**src/rtl/tcca_pkg.sv**
```systemverilog
// shared types, constants and sizes of the touch calibration and averaging block
package tcca_pkg;

	// screen geometry and averaging window
	localparam int SCREEN_WIDTH  = 320;
	localparam int SCREEN_HEIGHT = 240;
	localparam int AVERAGE_DEPTH = 4;

	// field widths
	localparam int WORD_W = 15;
	localparam int RAW_W  = 12;
	localparam int RAW_LSB = 3;
	localparam int PT_W   = 16;

	// configuration port
	localparam int CFG_IDX_W = 3;
	localparam int CFG_W     = 12;

	localparam logic [RAW_W-1:0] MIN_X_RST  = RAW_W'(1000);
	localparam logic [RAW_W-1:0] MIN_Y_RST  = RAW_W'(1000);
	localparam logic [RAW_W-1:0] MAX_X_RST  = RAW_W'(3200);
	localparam logic [RAW_W-1:0] MAX_Y_RST  = RAW_W'(2000);
	localparam logic             INV_X_RST  = 1'b1;
	localparam logic             INV_Y_RST  = 1'b1;
	localparam logic             SWAP_RST   = 1'b0;

	// derived sizes
	localparam int SIZE_MAX  = (SCREEN_WIDTH > SCREEN_HEIGHT) ? SCREEN_WIDTH : SCREEN_HEIGHT;
	localparam int SIZE_W    = $clog2(SIZE_MAX + 1);
	localparam int PROD_W    = RAW_W + SIZE_W;
	localparam int CNT_W     = $clog2(AVERAGE_DEPTH + 1);
	localparam int IDX_W     = (AVERAGE_DEPTH > 1) ? $clog2(AVERAGE_DEPTH) : 1;
	localparam int SUM_W     = PT_W + $clog2(AVERAGE_DEPTH);
	localparam int DVS_W     = (RAW_W > CNT_W) ? RAW_W : CNT_W;
	localparam int DIV_RAW_W = (PROD_W > SUM_W) ? PROD_W : SUM_W;
	localparam int DIV_W     = DIV_RAW_W + (DIV_RAW_W % 2);
	localparam int DIV_STEPS = DIV_W / 2;
	localparam int STEP_W    = $clog2(DIV_STEPS + 1);

	typedef enum logic [CFG_IDX_W-1:0] {
		REG_MIN_X,
		REG_MIN_Y,
		REG_MAX_X,
		REG_MAX_Y,
		REG_INV_X,
		REG_INV_Y,
		REG_SWAP
	} cfg_reg_t;

	typedef enum logic [2:0] {
		ST_IDLE,
		ST_MUL,
		ST_CDIV,
		ST_PUSH,
		ST_SUM,
		ST_ADIV,
		ST_FIN
	} seq_state_t;

	typedef struct packed {
		logic             start;
		logic [DIV_W-1:0] dividend;
		logic [DVS_W-1:0] divisor;
	} div_req_t;

	typedef struct packed {
		logic             done;
		logic [DIV_W-1:0] quotient;
	} div_rsp_t;

endpackage

```
**src/rtl/tcca_in_if.sv**
```systemverilog
// input channel: one panel poll per transfer
interface tcca_in_if;
	logic                             valid;
	logic                             ready;
	logic                             pen_down;
	logic [tcca_pkg::WORD_W-1:0]      raw_word_x;
	logic [tcca_pkg::WORD_W-1:0]      raw_word_y;

	modport source(output valid, pen_down, raw_word_x, raw_word_y, input ready);
	modport sink(input valid, pen_down, raw_word_x, raw_word_y, output ready);
endinterface

```
**src/rtl/tcca_out_if.sv**
```systemverilog
// output channel: one screen point per transfer
interface tcca_out_if;
	logic                             valid;
	logic                             ready;
	logic signed [tcca_pkg::PT_W-1:0] point_x;
	logic signed [tcca_pkg::PT_W-1:0] point_y;
	logic                             pressed;

	modport source(output valid, point_x, point_y, pressed, input ready);
	modport sink(input valid, point_x, point_y, pressed, output ready);
endinterface

```
**src/rtl/touch_coordinate_calibrate_average_top.sv**
```systemverilog
// top level: touch point calibration, scaling and moving average
//
// samples (sink) takes one panel poll per transfer: pen_down and two converter
// words whose 12-bit value sits in bits 14..3. points (source) returns exactly
// one point per poll: point_x, point_y and pressed.
// A pen-down poll runs the calibration divide and the averaging divide for x,
// then for y, on one shared two-bit-per-cycle divider. The average is taken
// over the last 1 to AVERAGE_DEPTH samples, and samples is not ready until
// the point is done.
// An axis whose span is zero or negative skips its calibration divide.
// A pen-up poll repeats the held point with pressed low in the cycle after its
// transfer, clears the sample count and leaves the history in place.
// A finished point waits in the result register until points takes it; until
// then samples is not ready, and a pen-down point that finishes behind it
// waits in its last step.
// The cfg port writes one register per cycle with cfg_we high; unknown
// indexes are ignored. Reset clears the count, the held point and the
// handshake state and restores the register defaults.
module touch_coordinate_calibrate_average_top (
	input  logic                             clk,
	input  logic                             arst_n,
	tcca_in_if.sink                          samples,
	tcca_out_if.source                       points,
	input  logic                             cfg_we,
	input  logic [tcca_pkg::CFG_IDX_W-1:0]   cfg_index,
	input  logic [tcca_pkg::CFG_W-1:0]       cfg_data
);

	localparam int PT_W  = tcca_pkg::PT_W;
	localparam int RAW_W = tcca_pkg::RAW_W;

	// configuration
	logic [RAW_W-1:0] min_x_q, min_y_q, max_x_q, max_y_q;
	logic             inv_x_q, inv_y_q, swap_q;

	// sequencer and state
	tcca_pkg::seq_state_t               state_q, state_d;
	logic                               axis_q;
	logic [tcca_pkg::CNT_W-1:0]         cnt_q;
	logic [tcca_pkg::CNT_W-1:0]         sum_cnt_q;
	logic signed [PT_W-1:0]             held_x_q, held_y_q;
	logic signed [PT_W-1:0]             hist_x_q [tcca_pkg::AVERAGE_DEPTH];
	logic signed [PT_W-1:0]             hist_y_q [tcca_pkg::AVERAGE_DEPTH];

	// working registers
	logic [RAW_W-1:0]                   rx_q, ry_q;
	logic                               span_ok_q;
	logic signed [PT_W-1:0]             cal_q;
	logic signed [tcca_pkg::SUM_W-1:0]  sum_q;
	logic                               neg_q;

	// result register
	logic                               out_v_q;
	logic signed [PT_W-1:0]             out_x_q, out_y_q;
	logic                               out_p_q;

	tcca_pkg::div_req_t                 div_req;
	tcca_pkg::div_rsp_t                 div_rsp;

	logic                               out_free;
	logic                               acc;
	logic [RAW_W-1:0]                   raw_x_in, raw_y_in;
	logic [RAW_W-1:0]                   sel_raw, sel_lo, sel_hi;
	logic [tcca_pkg::SIZE_W-1:0]        sel_size;
	logic                               sel_inv;
	logic [RAW_W-1:0]                   off;
	logic                               span_ok;
	logic [RAW_W-1:0]                   span;
	logic [tcca_pkg::PROD_W-1:0]        prod;
	logic [PT_W-1:0]                    cal_base;
	logic signed [PT_W-1:0]             cal_val;
	logic signed [PT_W-1:0]             hist_sel;
	logic [tcca_pkg::SUM_W-1:0]         sum_mag;
	logic [PT_W-1:0]                    quot_lo;
	logic signed [PT_W-1:0]             avg_val;
	logic                               sum_last;

	tcca_div u_div (
		.clk    (clk),
		.arst_n (arst_n),
		.req    (div_req),
		.rsp    (div_rsp)
	);

	assign out_free      = !out_v_q || points.ready;
	assign samples.ready = (state_q == tcca_pkg::ST_IDLE) && out_free;
	assign acc           = samples.valid && samples.ready;

	assign raw_x_in = samples.raw_word_x[tcca_pkg::RAW_LSB +: RAW_W];
	assign raw_y_in = samples.raw_word_y[tcca_pkg::RAW_LSB +: RAW_W];

	// per-axis operand selection for the shared datapath
	always_comb begin
		sel_raw  = axis_q ? ry_q : rx_q;
		sel_lo   = axis_q ? min_y_q : min_x_q;
		sel_hi   = axis_q ? max_y_q : max_x_q;
		sel_inv  = axis_q ? inv_y_q : inv_x_q;
		sel_size = axis_q ? tcca_pkg::SIZE_W'(tcca_pkg::SCREEN_HEIGHT)
		                  : tcca_pkg::SIZE_W'(tcca_pkg::SCREEN_WIDTH);
		off      = (sel_raw > sel_lo) ? (sel_raw - sel_lo) : '0;
		span_ok  = sel_hi > sel_lo;
		span     = sel_hi - sel_lo;
		prod     = tcca_pkg::PROD_W'(off) * tcca_pkg::PROD_W'(sel_size);
		cal_base = span_ok_q ? div_rsp.quotient[PT_W-1:0] : '0;
		cal_val  = sel_inv ? (PT_W'(sel_size) - cal_base) : cal_base;
		hist_sel = axis_q ? hist_y_q[sum_cnt_q[tcca_pkg::IDX_W-1:0]]
		                  : hist_x_q[sum_cnt_q[tcca_pkg::IDX_W-1:0]];
		// magnitude of the signed sum, the most negative sum reads correctly unsigned
		sum_mag  = sum_q[tcca_pkg::SUM_W-1] ? ({tcca_pkg::SUM_W{1'b0}} - sum_q) : sum_q;
		quot_lo  = div_rsp.quotient[PT_W-1:0];
		avg_val  = neg_q ? ({PT_W{1'b0}} - quot_lo) : quot_lo;
		sum_last = sum_cnt_q == cnt_q;
	end

	always_comb begin
		state_d          = state_q;
		div_req.start    = 1'b0;
		div_req.dividend = '0;
		div_req.divisor  = '0;
		case (state_q)
			tcca_pkg::ST_IDLE: begin
				if (acc && samples.pen_down) state_d = tcca_pkg::ST_MUL;
			end
			tcca_pkg::ST_MUL: begin
				div_req.start    = span_ok;
				div_req.dividend = tcca_pkg::DIV_W'(prod);
				div_req.divisor  = tcca_pkg::DVS_W'(span);
				state_d          = tcca_pkg::ST_CDIV;
			end
			tcca_pkg::ST_CDIV: begin
				if (!span_ok_q || div_rsp.done) state_d = tcca_pkg::ST_PUSH;
			end
			tcca_pkg::ST_PUSH: begin
				state_d = tcca_pkg::ST_SUM;
			end
			tcca_pkg::ST_SUM: begin
				if (sum_last) begin
					div_req.start    = 1'b1;
					div_req.dividend = tcca_pkg::DIV_W'(sum_mag);
					div_req.divisor  = tcca_pkg::DVS_W'(cnt_q);
					state_d          = tcca_pkg::ST_ADIV;
				end
			end
			tcca_pkg::ST_ADIV: begin
				if (div_rsp.done) state_d = axis_q ? tcca_pkg::ST_FIN : tcca_pkg::ST_MUL;
			end
			tcca_pkg::ST_FIN: begin
				if (out_free) state_d = tcca_pkg::ST_IDLE;
			end
			default: begin
				state_d = tcca_pkg::ST_IDLE;
			end
		endcase
	end

	always_ff @(posedge clk or negedge arst_n) begin
		if (!arst_n) begin
			state_q   <= tcca_pkg::ST_IDLE;
			axis_q    <= 1'b0;
			cnt_q     <= '0;
			sum_cnt_q <= '0;
			held_x_q  <= '0;
			held_y_q  <= '0;
			out_v_q   <= 1'b0;
			min_x_q   <= tcca_pkg::MIN_X_RST;
			min_y_q   <= tcca_pkg::MIN_Y_RST;
			max_x_q   <= tcca_pkg::MAX_X_RST;
			max_y_q   <= tcca_pkg::MAX_Y_RST;
			inv_x_q   <= tcca_pkg::INV_X_RST;
			inv_y_q   <= tcca_pkg::INV_Y_RST;
			swap_q    <= tcca_pkg::SWAP_RST;
		end else begin
			state_q <= state_d;

			if (cfg_we) begin
				case (tcca_pkg::cfg_reg_t'(cfg_index))
					tcca_pkg::REG_MIN_X: min_x_q <= cfg_data[RAW_W-1:0];
					tcca_pkg::REG_MIN_Y: min_y_q <= cfg_data[RAW_W-1:0];
					tcca_pkg::REG_MAX_X: max_x_q <= cfg_data[RAW_W-1:0];
					tcca_pkg::REG_MAX_Y: max_y_q <= cfg_data[RAW_W-1:0];
					tcca_pkg::REG_INV_X: inv_x_q <= cfg_data[0];
					tcca_pkg::REG_INV_Y: inv_y_q <= cfg_data[0];
					tcca_pkg::REG_SWAP:  swap_q  <= cfg_data[0];
					default: ;
				endcase
			end

			if (acc) begin
				axis_q <= 1'b0;
				if (!samples.pen_down) begin
					cnt_q <= '0;
				end else if (cnt_q < tcca_pkg::CNT_W'(tcca_pkg::AVERAGE_DEPTH)) begin
					cnt_q <= cnt_q + 1'b1;
				end
			end

			if (state_q == tcca_pkg::ST_PUSH) begin
				sum_cnt_q <= '0;
			end else if (state_q == tcca_pkg::ST_SUM && !sum_last) begin
				sum_cnt_q <= sum_cnt_q + 1'b1;
			end

			if (state_q == tcca_pkg::ST_ADIV && div_rsp.done) begin
				if (axis_q) begin
					held_y_q <= avg_val;
				end else begin
					held_x_q <= avg_val;
					axis_q   <= 1'b1;
				end
			end

			if (acc && !samples.pen_down) begin
				out_v_q <= 1'b1;
			end else if (state_q == tcca_pkg::ST_FIN && out_free) begin
				out_v_q <= 1'b1;
			end else if (points.ready) begin
				out_v_q <= 1'b0;
			end
		end
	end

	always_ff @(posedge clk) begin
		if (acc) begin
			rx_q <= swap_q ? raw_y_in : raw_x_in;
			ry_q <= swap_q ? raw_x_in : raw_y_in;
		end

		if (state_q == tcca_pkg::ST_MUL) span_ok_q <= span_ok;

		if (state_q == tcca_pkg::ST_CDIV) cal_q <= cal_val;

		if (state_q == tcca_pkg::ST_PUSH) begin
			sum_q <= '0;
			for (int i = tcca_pkg::AVERAGE_DEPTH - 1; i > 0; i--) begin
				if (axis_q) hist_y_q[i] <= hist_y_q[i-1];
				else        hist_x_q[i] <= hist_x_q[i-1];
			end
			if (axis_q) hist_y_q[0] <= cal_q;
			else        hist_x_q[0] <= cal_q;
		end

		if (state_q == tcca_pkg::ST_SUM) begin
			if (!sum_last) sum_q <= sum_q + tcca_pkg::SUM_W'(hist_sel);
			else           neg_q <= sum_q[tcca_pkg::SUM_W-1];
		end

		if (acc && !samples.pen_down) begin
			out_x_q <= held_x_q;
			out_y_q <= held_y_q;
			out_p_q <= 1'b0;
		end else if (state_q == tcca_pkg::ST_FIN && out_free) begin
			out_x_q <= held_x_q;
			out_y_q <= held_y_q;
			out_p_q <= 1'b1;
		end
	end

	assign points.valid   = out_v_q;
	assign points.point_x = out_x_q;
	assign points.point_y = out_y_q;
	assign points.pressed = out_p_q;

endmodule

```
**src/rtl/tcca_div.sv**
```systemverilog
// shared unsigned restoring divider, two quotient bits per cycle
module tcca_div (
	input  logic               clk,
	input  logic               arst_n,
	input  tcca_pkg::div_req_t req,
	output tcca_pkg::div_rsp_t rsp
);

	logic [tcca_pkg::DIV_W-1:0]  q_q;
	logic [tcca_pkg::DVS_W-1:0]  r_q;
	logic [tcca_pkg::DVS_W-1:0]  d_q;
	logic [tcca_pkg::STEP_W-1:0] steps_q;
	logic                        run_q;
	logic                        done_q;

	logic [tcca_pkg::DVS_W:0]    r_a;
	logic [tcca_pkg::DVS_W:0]    r_b;
	logic [tcca_pkg::DVS_W:0]    r_a_sub;
	logic [tcca_pkg::DVS_W:0]    r_b_sub;
	logic                        ge_a;
	logic                        ge_b;
	logic [tcca_pkg::DVS_W-1:0]  r_mid;
	logic [tcca_pkg::DVS_W-1:0]  r_next;

	always_comb begin
		r_a     = {r_q, q_q[tcca_pkg::DIV_W-1]};
		ge_a    = r_a >= {1'b0, d_q};
		r_a_sub = r_a - {1'b0, d_q};
		r_mid   = ge_a ? r_a_sub[tcca_pkg::DVS_W-1:0] : r_a[tcca_pkg::DVS_W-1:0];
		r_b     = {r_mid, q_q[tcca_pkg::DIV_W-2]};
		ge_b    = r_b >= {1'b0, d_q};
		r_b_sub = r_b - {1'b0, d_q};
		r_next  = ge_b ? r_b_sub[tcca_pkg::DVS_W-1:0] : r_b[tcca_pkg::DVS_W-1:0];
	end

	always_ff @(posedge clk or negedge arst_n) begin
		if (!arst_n) begin
			run_q   <= 1'b0;
			done_q  <= 1'b0;
			steps_q <= '0;
		end else begin
			done_q <= 1'b0;
			if (req.start) begin
				run_q   <= 1'b1;
				steps_q <= tcca_pkg::STEP_W'(tcca_pkg::DIV_STEPS);
			end else if (run_q) begin
				steps_q <= steps_q - 1'b1;
				if (steps_q == tcca_pkg::STEP_W'(1)) begin
					run_q  <= 1'b0;
					done_q <= 1'b1;
				end
			end
		end
	end

	always_ff @(posedge clk) begin
		if (req.start) begin
			q_q <= req.dividend;
			r_q <= '0;
			d_q <= req.divisor;
		end else if (run_q) begin
			q_q <= {q_q[tcca_pkg::DIV_W-3:0], ge_a, ge_b};
			r_q <= r_next;
		end
	end

	assign rsp.done     = done_q;
	assign rsp.quotient = q_q;

endmodule

```
**src/flat_wrapper.sv**
```systemverilog
// flat-port wrapper written by rule: the top's interface ports become plain ports
module touch_coordinate_calibrate_average_top_flat 
  (clk, arst_n, cfg_we, cfg_index, cfg_data, samples_valid, samples_pen_down, samples_raw_word_x, samples_raw_word_y, samples_ready, points_valid, points_point_x, points_point_y, points_pressed, points_ready);
  tcca_in_if samples_i ();
  tcca_out_if points_i ();
  input  logic clk;
  input  logic arst_n;
  input  logic cfg_we;
  input  logic [tcca_pkg::CFG_IDX_W-1:0] cfg_index;
  input  logic [tcca_pkg::CFG_W-1:0] cfg_data;
  input wire logic [$bits(samples_i.valid)-1:0] samples_valid;
  input wire logic [$bits(samples_i.pen_down)-1:0] samples_pen_down;
  input wire logic [$bits(samples_i.raw_word_x)-1:0] samples_raw_word_x;
  input wire logic [$bits(samples_i.raw_word_y)-1:0] samples_raw_word_y;
  output wire logic [$bits(samples_i.ready)-1:0] samples_ready;
  output wire logic [$bits(points_i.valid)-1:0] points_valid;
  output wire logic [$bits(points_i.point_x)-1:0] points_point_x;
  output wire logic [$bits(points_i.point_y)-1:0] points_point_y;
  output wire logic [$bits(points_i.pressed)-1:0] points_pressed;
  input wire logic [$bits(points_i.ready)-1:0] points_ready;
  assign samples_i.valid = samples_valid;
  assign samples_i.pen_down = samples_pen_down;
  assign samples_i.raw_word_x = samples_raw_word_x;
  assign samples_i.raw_word_y = samples_raw_word_y;
  assign samples_ready = samples_i.ready;
  assign points_valid = points_i.valid;
  assign points_point_x = points_i.point_x;
  assign points_point_y = points_i.point_y;
  assign points_pressed = points_i.pressed;
  assign points_i.ready = points_ready;
  touch_coordinate_calibrate_average_top u_core (.clk(clk), .arst_n(arst_n), .samples(samples_i), .points(points_i), .cfg_we(cfg_we), .cfg_index(cfg_index), .cfg_data(cfg_data));
endmodule
```
**config.mk**
```make
export PLATFORM = sky130hd
export DESIGN_NAME = touch_coordinate_calibrate_average_top_flat
export DESIGN_NICKNAME = d
export VERILOG_FILES = /design/src/rtl/tcca_pkg.sv /design/src/rtl/tcca_in_if.sv /design/src/rtl/tcca_out_if.sv /design/src/rtl/touch_coordinate_calibrate_average_top.sv /design/src/rtl/tcca_div.sv /design/src/flat_wrapper.sv
export SDC_FILE = /design/constraint.sdc
export NUM_CORES = 1
export LEC_CHECK = 0
export BUFFER_PORTS_ARGS = -buffer_cell sky130_fd_sc_hd__buf_2
export CORE_MARGIN = 10
export CORE_UTILIZATION = 50
export DETAILED_ROUTE_END_ITERATION = 8
export PLACE_DENSITY = 0.74
export REMOVE_ABC_BUFFERS = 1
export SETUP_SLACK_MARGIN = 0.15
export SYNTH_ARGS = -nofsm -noshare
export SYNTH_HDL_FRONTEND = slang
export SYNTH_HIERARCHICAL = 1
export SYNTH_SLANG_ARGS = --single-unit
export TNS_END_PERCENT = 1
```
**constraint.sdc**
```tcl
create_clock -name clk -period 8.1 [get_ports clk]
set_input_delay 1.215 -clock clk [delete_from_list [all_inputs] [get_ports clk]]
set_output_delay 1.215 -clock clk [all_outputs]
set_load 0.01 [all_outputs]
```
==> qor.txt, run 1 <==
Reg2Reg Setup Slack: 0.72 ns
M1 wire length: 19,650 um
Die area: 0.05012 mm^2
Initial cell density of the core: 50.78%
Crit. End Element: flip-flop
P&R area growth vs syn: 10.42%
CTS root buf: clkbuf_16
Rows: 74
Clock Path Buffers: 3
Core area: 0.04092 mm^2
Async SR Flop Fraction: 27.25%
Grt ovf: 0
R2r startpoint: u_core/axis_q
Nets: 2,014
IO Port Bufs: 79
CTS H-Tree Depth: 2
# Post-CTS Setup Buffers: 0
GR Util All Layers: 17.61%
Routed Antenna Nets: 0
Total number of yosys warnings: 6
Max-cap violations: 0
Commonest cells after routing, fill and taps aside: 236 x edfxtp_1, 148 x nand2_1, 138 x mux2_2
Initial antenna violation count: 2
CP Class: flip-flop to flip-flop
Routed WL per cell: 18.85 um
Clk slew on worst S/H paths: 0.06 ns
Drt total wl: 44,710 um
Vias per cell: 5.808
Fin Setup TNS: 0 ns
Crit-path max FO: 17
Synthesized area: 0.02078 mm^2
Number of buffers created by CTS: 38
Crit path arrival time: 7.68 ns
Final worst path period share: 91.13%
Headroom to the max-slew limit: 19.20%
Number of flops mapped to enable cells by yosys: 236
Via count: 13,777
Violation count after the first detailed-routing iteration: 827
HP Class: flip-flop to flip-flop
Max VDD drop: 0.3189 mV
Post-route minimum period: 7.382 ns
# clock sinks: 367
Slew @ Worst Pin: 1.207 ns
Proportion of layout cells with a drive suffix above 1: 21.20%
Final hold vios: 0
Outcome: finished, final reports clean
Worst reg2reg path endpoint: u_core/u_div/q_q[20]
Clock insertion delay at the later pin of the skew report: 0.54 ns
Yosys cell types: 85
Vias in the first global route: 14,094
Mean Syn Cell Area: 11.83 um^2
WHS: 0.4404 ns
Unrepaired setup endpoints after global routing: false
Count of final max-slew check failures: 0
Metal2 WL: 21,720 um
Synthesized instance count: 1,757
Commonest non-fill, non-tap cell in the layout: edfxtp_1
Die height: 223.9 um
Num ports: 86
N_diodes: 0
Die width: 223.9 um
DR top layer: met5
Critical Path RT: 8.40 ns
Largest net degree at the start of global routing: 66
Clk_skew: 0.01935 ns
Worst-case reg-to-reg path depth: 27
Gpl congestion: 0.9025
Power Dens Cells: 454.8 mW/mm^2
CTS tree: done
Post-synthesis sequential area ratio: 49.27%
First-pass GRT wire length: 72,750 um
Final setup violation count: 0
CP max stage delay: 0.60 ns
Hold depth: 0
Fin util: 56.07%
Hpwl dp: 31,780 um
Metal3 WL: 1989 um
CP Launch Type: flip-flop
Synth Register Bits: 367
Lkg Pwr: 9.236 nW
DR pass1 iterations: 6
Slowest CP cell: dfrtp_4
Worst min-delay path endpoint: u_core/points.point_x[13]
Min-delay src: u_core/held_x_q[13]
Top_reg_cell synth: edfxtp_1
F_max: 0.1355 GHz
# DRC: 0
==> power by group <==
| part | switching, mW | total, mW | internal, mW |
|---|---|---|---|
| Combinational | 3.16 | 5.67 | 2.51 |
| Sequential | 0.398 | 3.02 | 2.62 |
| Clock | 0.721 | 1.75 | 1.02 |
==> cells in the mapped netlist (4+ instances only) <==
cell / count / area [um^2]
ha_1: 127 / 1589
o22ai_1: 12 / 75.07
nand3b_1: 7 / 52.55
o21ai_0: 89 / 445.4
o21a_1: 11 / 82.58
o41ai_1: 5 / 43.79
a211o_1: 4 / 35.03
and2_1: 12 / 75.07
nor2b_1: 19 / 118.9
buf_1: 13 / 48.80
a31oi_1: 10 / 62.56
o21bai_1: 8 / 60.06
nand2_1: 148 / 555.5
nor2_1: 134 / 503.0
mux2_4: 5 / 75.07
a21boi_0: 5 / 37.54
nand4b_1: 4 / 35.03
mux2_2: 138 / 1554
fa_1: 26 / 520.5
and3_1: 8 / 50.05
xnor2_1: 45 / 394.1
dfxtp_1: 31 / 620.6
inv_1: 74 / 277.8
a31o_2: 4 / 35.03
nand4_1: 8 / 50.05
mux4_2: 32 / 720.7
a211oi_1: 10 / 75.07
o31ai_1: 7 / 52.55
xor2_1: 53 / 464.2
dfstp_2: 23 / 604.3
edfxtp_1: 236 / 7087
nor3_1: 20 / 100.1
a21oi_1: 76 / 380.4
o2111ai_1: 4 / 35.03
dfrtp_1: 77 / 1927
nor4_1: 8 / 50.05
a22o_1: 6 / 52.55
mux2i_1: 35 / 350.3
a21o_1: 22 / 165.2
or3_1: 12 / 75.07
nor3b_1: 7 / 52.55
clkbuf_1: 64 / 240.2
nand3_1: 26 / 130.1
nand2b_1: 21 / 131.4
or2_2: 5 / 31.28
==> logic make-up (layout without fill, tap and decap cells) <==
family          Yosys count  after routing  synth area share [%]
flops                   367            367                 49.27
xor+xnor                 98             98                 4.130
fa+ha+maj               153            153                 10.15
other cells               1              2               0.01805
buf+inv                 159            241                 3.016
mux                     210            210                 12.99
simple gates            453            453                 10.37
compound gates          316            316                 10.05
==> what timing repair did <==
action                                  in CTS  in global routing
endpoints found under the setup margin       0                  2
gates resized for setup                      0                  2
hold buffers                                 0                  0
==> layer usage <==
| layer | global-route usage [%] | vias to the layer above |
|---|---|---|
| met5 | 0 | - |
| met4 | 6.255 | 2 |
| met3 | 3.021 | 80 |
| met2 | 29.84 | 339 |
| met1 | 22.25 | 6822 |
| li1 | - | 6534 |
==> registers in the layout, summed over array words and instances (netlist names), 16 cells and up <==
register	count
u_core/hist_x_q	64
u_core/sum_q	18
u_core/points.point_y	16
u_core/points.point_x	16
u_core/held_x_q	16
u_core/u_div/q_q	22
u_core/cal_q	16
u_core/held_y_q	16
u_core/hist_y_q	64
==> worst max path at each step <==
stage / from / end / slack (ns) / cells past startpoint
finish: u_core/axis_q / u_core/u_div/q_q[20] / 0.72 / 27
global placement: u_core/axis_q / u_core/u_div/q_q[20] / 0.72 / 27
floorplan: u_core/axis_q / u_core/u_div/q_q[20] / 0.01 / 27
detailed placement: u_core/axis_q / u_core/u_div/q_q[20] / 0.62 / 27
global route: u_core/axis_q / u_core/u_div/q_q[20] / 0.19 / 27
CTS: u_core/axis_q / u_core/u_div/q_q[20] / 0.59 / 26
==> metrics by stage <==
stage / power, mW / std cells / area, um^2 / worst slack [ns]
after CTS: 10.46 / 2372 / 22940 / 0.5877
after global placement: 8.482 / 2302 / 21690 / 0.7245
after global routing: 11.26 / 2372 / 22950 / 0.1917
final: 10.44 / 2372 / 22950 / 0.7183
after detailed placement: 8.645 / 2302 / 21690 / 0.6177
after floorplan: 7.309 / 1674 / 20440 / 0.01080
==> critical path: cells and delay by family (launching register included) <==
kind	cells	cell delay (ns)
mux	3	0.94
compound gates	10	2.10
simple gates	3	0.63
fa+ha+maj	8	2.70
buf+inv	3	0.17
flops	1	0.60
==> area by class of cell <==
type	instances	area, um^2
fill	3331	17980
clock buffer	59	1122
sequential	367	10240
multi-input combinational	1232	9978
inverter	75	281.5
tap	532	665.6
timing repair buffer	96	525.5
clock inverter	11	128.9
No activity file was read; power rests on OpenSTA's default activity.
==> inputs of run 2 (changes only) <==
--- a/config.mk
+++ b/config.mk
@@ -5,6 +5,7 @@
 export SDC_FILE = /design/constraint.sdc
 export NUM_CORES = 1
 export LEC_CHECK = 0
+export ABC_AREA = 1
 export BUFFER_PORTS_ARGS = -buffer_cell sky130_fd_sc_hd__buf_2
 export CORE_MARGIN = 10
 export CORE_UTILIZATION = 50
==> qor.txt, run 2 <==
Outcome: finished, final reports clean
CP Class: flip-flop to flip-flop
Ranking of synthesized cells by area: edfxtp_1 33%, nand2_1 11%, dfrtp_1 9.0%
P&R area growth vs syn: 9.234%
Unrepaired setup endpoints after global routing: false
Initial cell density of the core: 50.87% (+0.095 points)
Critical path's top delay family: adder cells
Synthesized area: 0.02144 mm^2 (+3.1%)
Violation count after the first detailed-routing iteration: 1,328 (+61%)
Post-route minimum period: 6.529 ns (-0.8525 ns)
Reg2Reg Setup Slack: 1.57 ns (+0.85 ns)
Slowest CP cell: dfrtp_2
Nets: 2,712 (+35%)
Biggest regs: u_core/hist_x_q (64), u_core/hist_y_q (64), u_core/u_div/q_q (22)
Final worst path period share: 80.61% (-11 points)
CTS root buf: clkbuf_16
CTS H-Tree Depth: 2 (unchanged)
Largest net degree at the start of global routing: 65 (-1.5%)
# DRC: 0 (unchanged)
Headroom to the max-slew limit: 35.96% (+17 points)
Post-CTS Hold Buffers: 0 (unchanged)
Power Dens Cells: 452.7 mW/mm^2 (-0.47%)
Yosys cell types: 61 (-28%)
Hpwl dp: 35,590 um (+12%)
Final instance area: 0.02342 mm^2 (+2.0%)
Most numerous cell in the Yosys netlist: nand2_1
Initial antenna violation count: 0 (-2)
Dpl cell area: 0.02225 mm^2 (+2.6%)
CP most frequent cell: nand2_1
Grt ovf: 0 (unchanged)
Die area: 0.05155 mm^2 (+2.9%)
CP Launch Type: flip-flop
Sequential Power Share: 27.6% (-1.4 points)
Routed Antenna Nets: 0 (unchanged)
PnR worst setup slack: 1.571 ns (+0.8525 ns)
Synth Register Bits: 367 (unchanged)
CTS tree: done
N_diodes: 0 (unchanged)
Share of the synthesized area in the top cell type: 33.06% (-1.0 points)
GR Util All Layers: 19.31% (+1.7 points)
Core area: 0.04213 mm^2 (+3.0%)
IO Port Bufs: 79 (unchanged)
Die width: 227.1 um (+1.4%)
Crit path arrival time: 6.94 ns (-0.74 ns)
Clock Path Buffers: 3 (unchanged)
Synthesized instance count: 2,457 (+40%)
Post-CTS Resized: 0 (unchanged)
Total number of yosys warnings: 6 (unchanged)
FILL cells: 3,682 (+11%)
Num ports: 86 (unchanged)
WP buf/inv: 6 (+3)
Lkg Pwr: 10.71 nW (+16%)
Clk_skew: 0.01151 ns (-0.007843 ns)
Max-cap violations: 0 (unchanged)
Max VDD drop: 0.2401 mV (-25%)
Most frequent cells after synthesis: 647 x nand2_1, 251 x inv_1, 236 x edfxtp_1
Commonest cells after routing, fill and taps aside: 647 x nand2_1, 250 x inv_1, 236 x edfxtp_1
# clock sinks: 367 (unchanged)
Sw Ratio: 46.85% (+5.9 points)
Slew @ Worst Pin: 0.9571 ns (-0.2496 ns)
Async SR Flop Fraction: 27.25% (unchanged)
Post-synthesis sequential area ratio: 47.76% (-1.5 points)
Vias per cell: 5.451 (-6.2%)
Final hold vios: 0 (unchanged)
F_max: 0.1532 GHz (+13%)
Number of flops mapped to enable cells by yosys: 236 (unchanged)
# Post-CTS Setup Buffers: 0 (unchanged)
Number of buffers created by CTS: 38 (unchanged)
Mean Syn Cell Area: 8.724 um^2 (-26%)
Proportion of layout cells with a drive suffix above 1: 10.40% (-11 points)
Crit. End Element: flip-flop
Gpl congestion: 0.9156 (+1.5%)
Rows: 75 (+1.4%)
Vias in the first global route: 16,590 (+18%)
Top_reg_cell synth: edfxtp_1
CP max stage delay: 0.66 ns (+0.06 ns)
Net Sw Power: 4.966 mW (+16%)
Fin Setup TNS: 0 ns (unchanged)
Drt total wl: 49,800 um (+11%)
First-pass GRT wire length: 81,900 um (+13%)
Clock insertion delay at the later pin of the skew report: 0.55 ns (about the same)
Clk slew on worst S/H paths: 0.06 ns (about the same)
Via count: 16,772 (+22%)
Count of final max-slew check failures: 0 (unchanged)
Internal Power: 5.634 mW (-8.5%)
Routed WL per cell: 16.18 um (-14%)
Commonest non-fill, non-tap cell in the layout: nand2_1
Final setup violation count: 0 (unchanged)
HP Class: flip-flop to flip-flop
Critical Path RT: 8.51 ns (+0.11 ns)
Dpl ws: 1.547 ns (+0.9289 ns)
Combinational group share of total power: 57.1% (+2.8 points)
Crit-path max FO: 23 (+6)
Die height: 227.1 um (+1.4%)
DR pass1 iterations: 5 (-1)
Clock share of power: 15.3% (-1.4 points)
Cell taking the most area after synthesis: edfxtp_1
[run 2: changes by cell type after synthesis, moves of 19 or more]
cell	previous run	this run
nor2b_1	19	0
inv_1	74	251
nand3_1	26	99
mux2i_1	35	12
nor2_1	134	229
mux4_2	32	0
o21ai_0	89	231
mux2_2	138	0
nand2b_1	21	0
nand2_1	148	647
[run 2: kinds of logic (layout without fill, tap and decap cells)]
family	count (synthesis)	after routing	share of synthesized area (%)
XOR/XNOR	66	66	2.732
AO/OA/AOI/OAI	426	426	10.84
multiplexers	12	12	0.5604
flip-flops	367	367	47.76
adder cells (fa/ha/maj)	153	153	9.841
other	1	2	0.01749
AND/OR/NAND/NOR	1086	1086	21.75
buffers and inverters	346	426	6.491
[run 2: per-stage QoR]
stage / utilization (%) / hold WS [ns] / total power [mW] / instances
2_1_floorplan: - / 0.4207 / 7.444 / 2373
3_3_place_gp: 52.81 / 0.4217 / 8.755 / 3006
3_5_place_dp: 52.81 / 0.4289 / 8.917 / 3006
4_1_cts: 55.51 / 0.4430 / 10.61 / 3076
5_1_grt: 55.57 / 0.4459 / 11.60 / 3077
6_report: 55.57 / 0.4420 / 10.60 / 3077
[run 2: worst paths after layout]
check,from,to,cells past startpoint
max in group asynchronous,arst_n,u_core/sum_cnt_q[0],2
worst max-delay path,u_core/axis_q,u_core/u_div/q_q[18],31
worst max register to register,u_core/axis_q,u_core/u_div/q_q[18],31
worst min register to register,u_core/hist_x_q[1][1],u_core/hist_x_q[2][1],0
min in group asynchronous,arst_n,u_core/min_x_q[10],1
worst min-delay path,u_core/hist_x_q[1][1],u_core/hist_x_q[2][1],0
[run 2: power by group through the flow]
stage          clock network (mW)  logic [mW]  registers (mW)
6_report                     1.62        6.05            2.92
2_1_floorplan                   0        4.56            2.88
3_3_place_gp                    0        5.82            2.94
3_5_place_dp                    0        5.96            2.95
5_1_grt                      1.74        6.90            2.96
4_1_cts                      1.66        6.03            2.92
[run 2: metal layers]
metal,routed length (um),share of wire [%],up-vias,GRT usage [%]
li1,-,-,8282,-
met1,21840,44,7933,24.31
met5,0,0,-,0
met4,1069,2.1,0,5.202
met3,2286,4.6,83,2.625
met2,24600,49,474,34.22
[run 2: worst register-to-register path: cells and delay by family (launching register included)]
kind | cells | cell delay, ns
buffers and inverters | 6 | 0.69
muxes | 1 | 0.42
and+or+nand+nor | 12 | 1.26
adders and majority gates | 7 | 2.52
DFF | 1 | 0.66
AOI/OAI and AO/OA | 5 | 0.85
[run 2: cell type report]
type / instances / area, um^2 / share of cell area [%]
sequential: 367 / 10240 / 43.74
multi-input combinational: 1745 / 9839 / 42.02
clock buffer: 48 / 1010 / 4.312
inverter: 261 / 985.9 / 4.211
tap: 539 / 674.4 / 2.880
timing repair buffer: 95 / 538.0 / 2.298
clock inverter: 22 / 126.4 / 0.5397
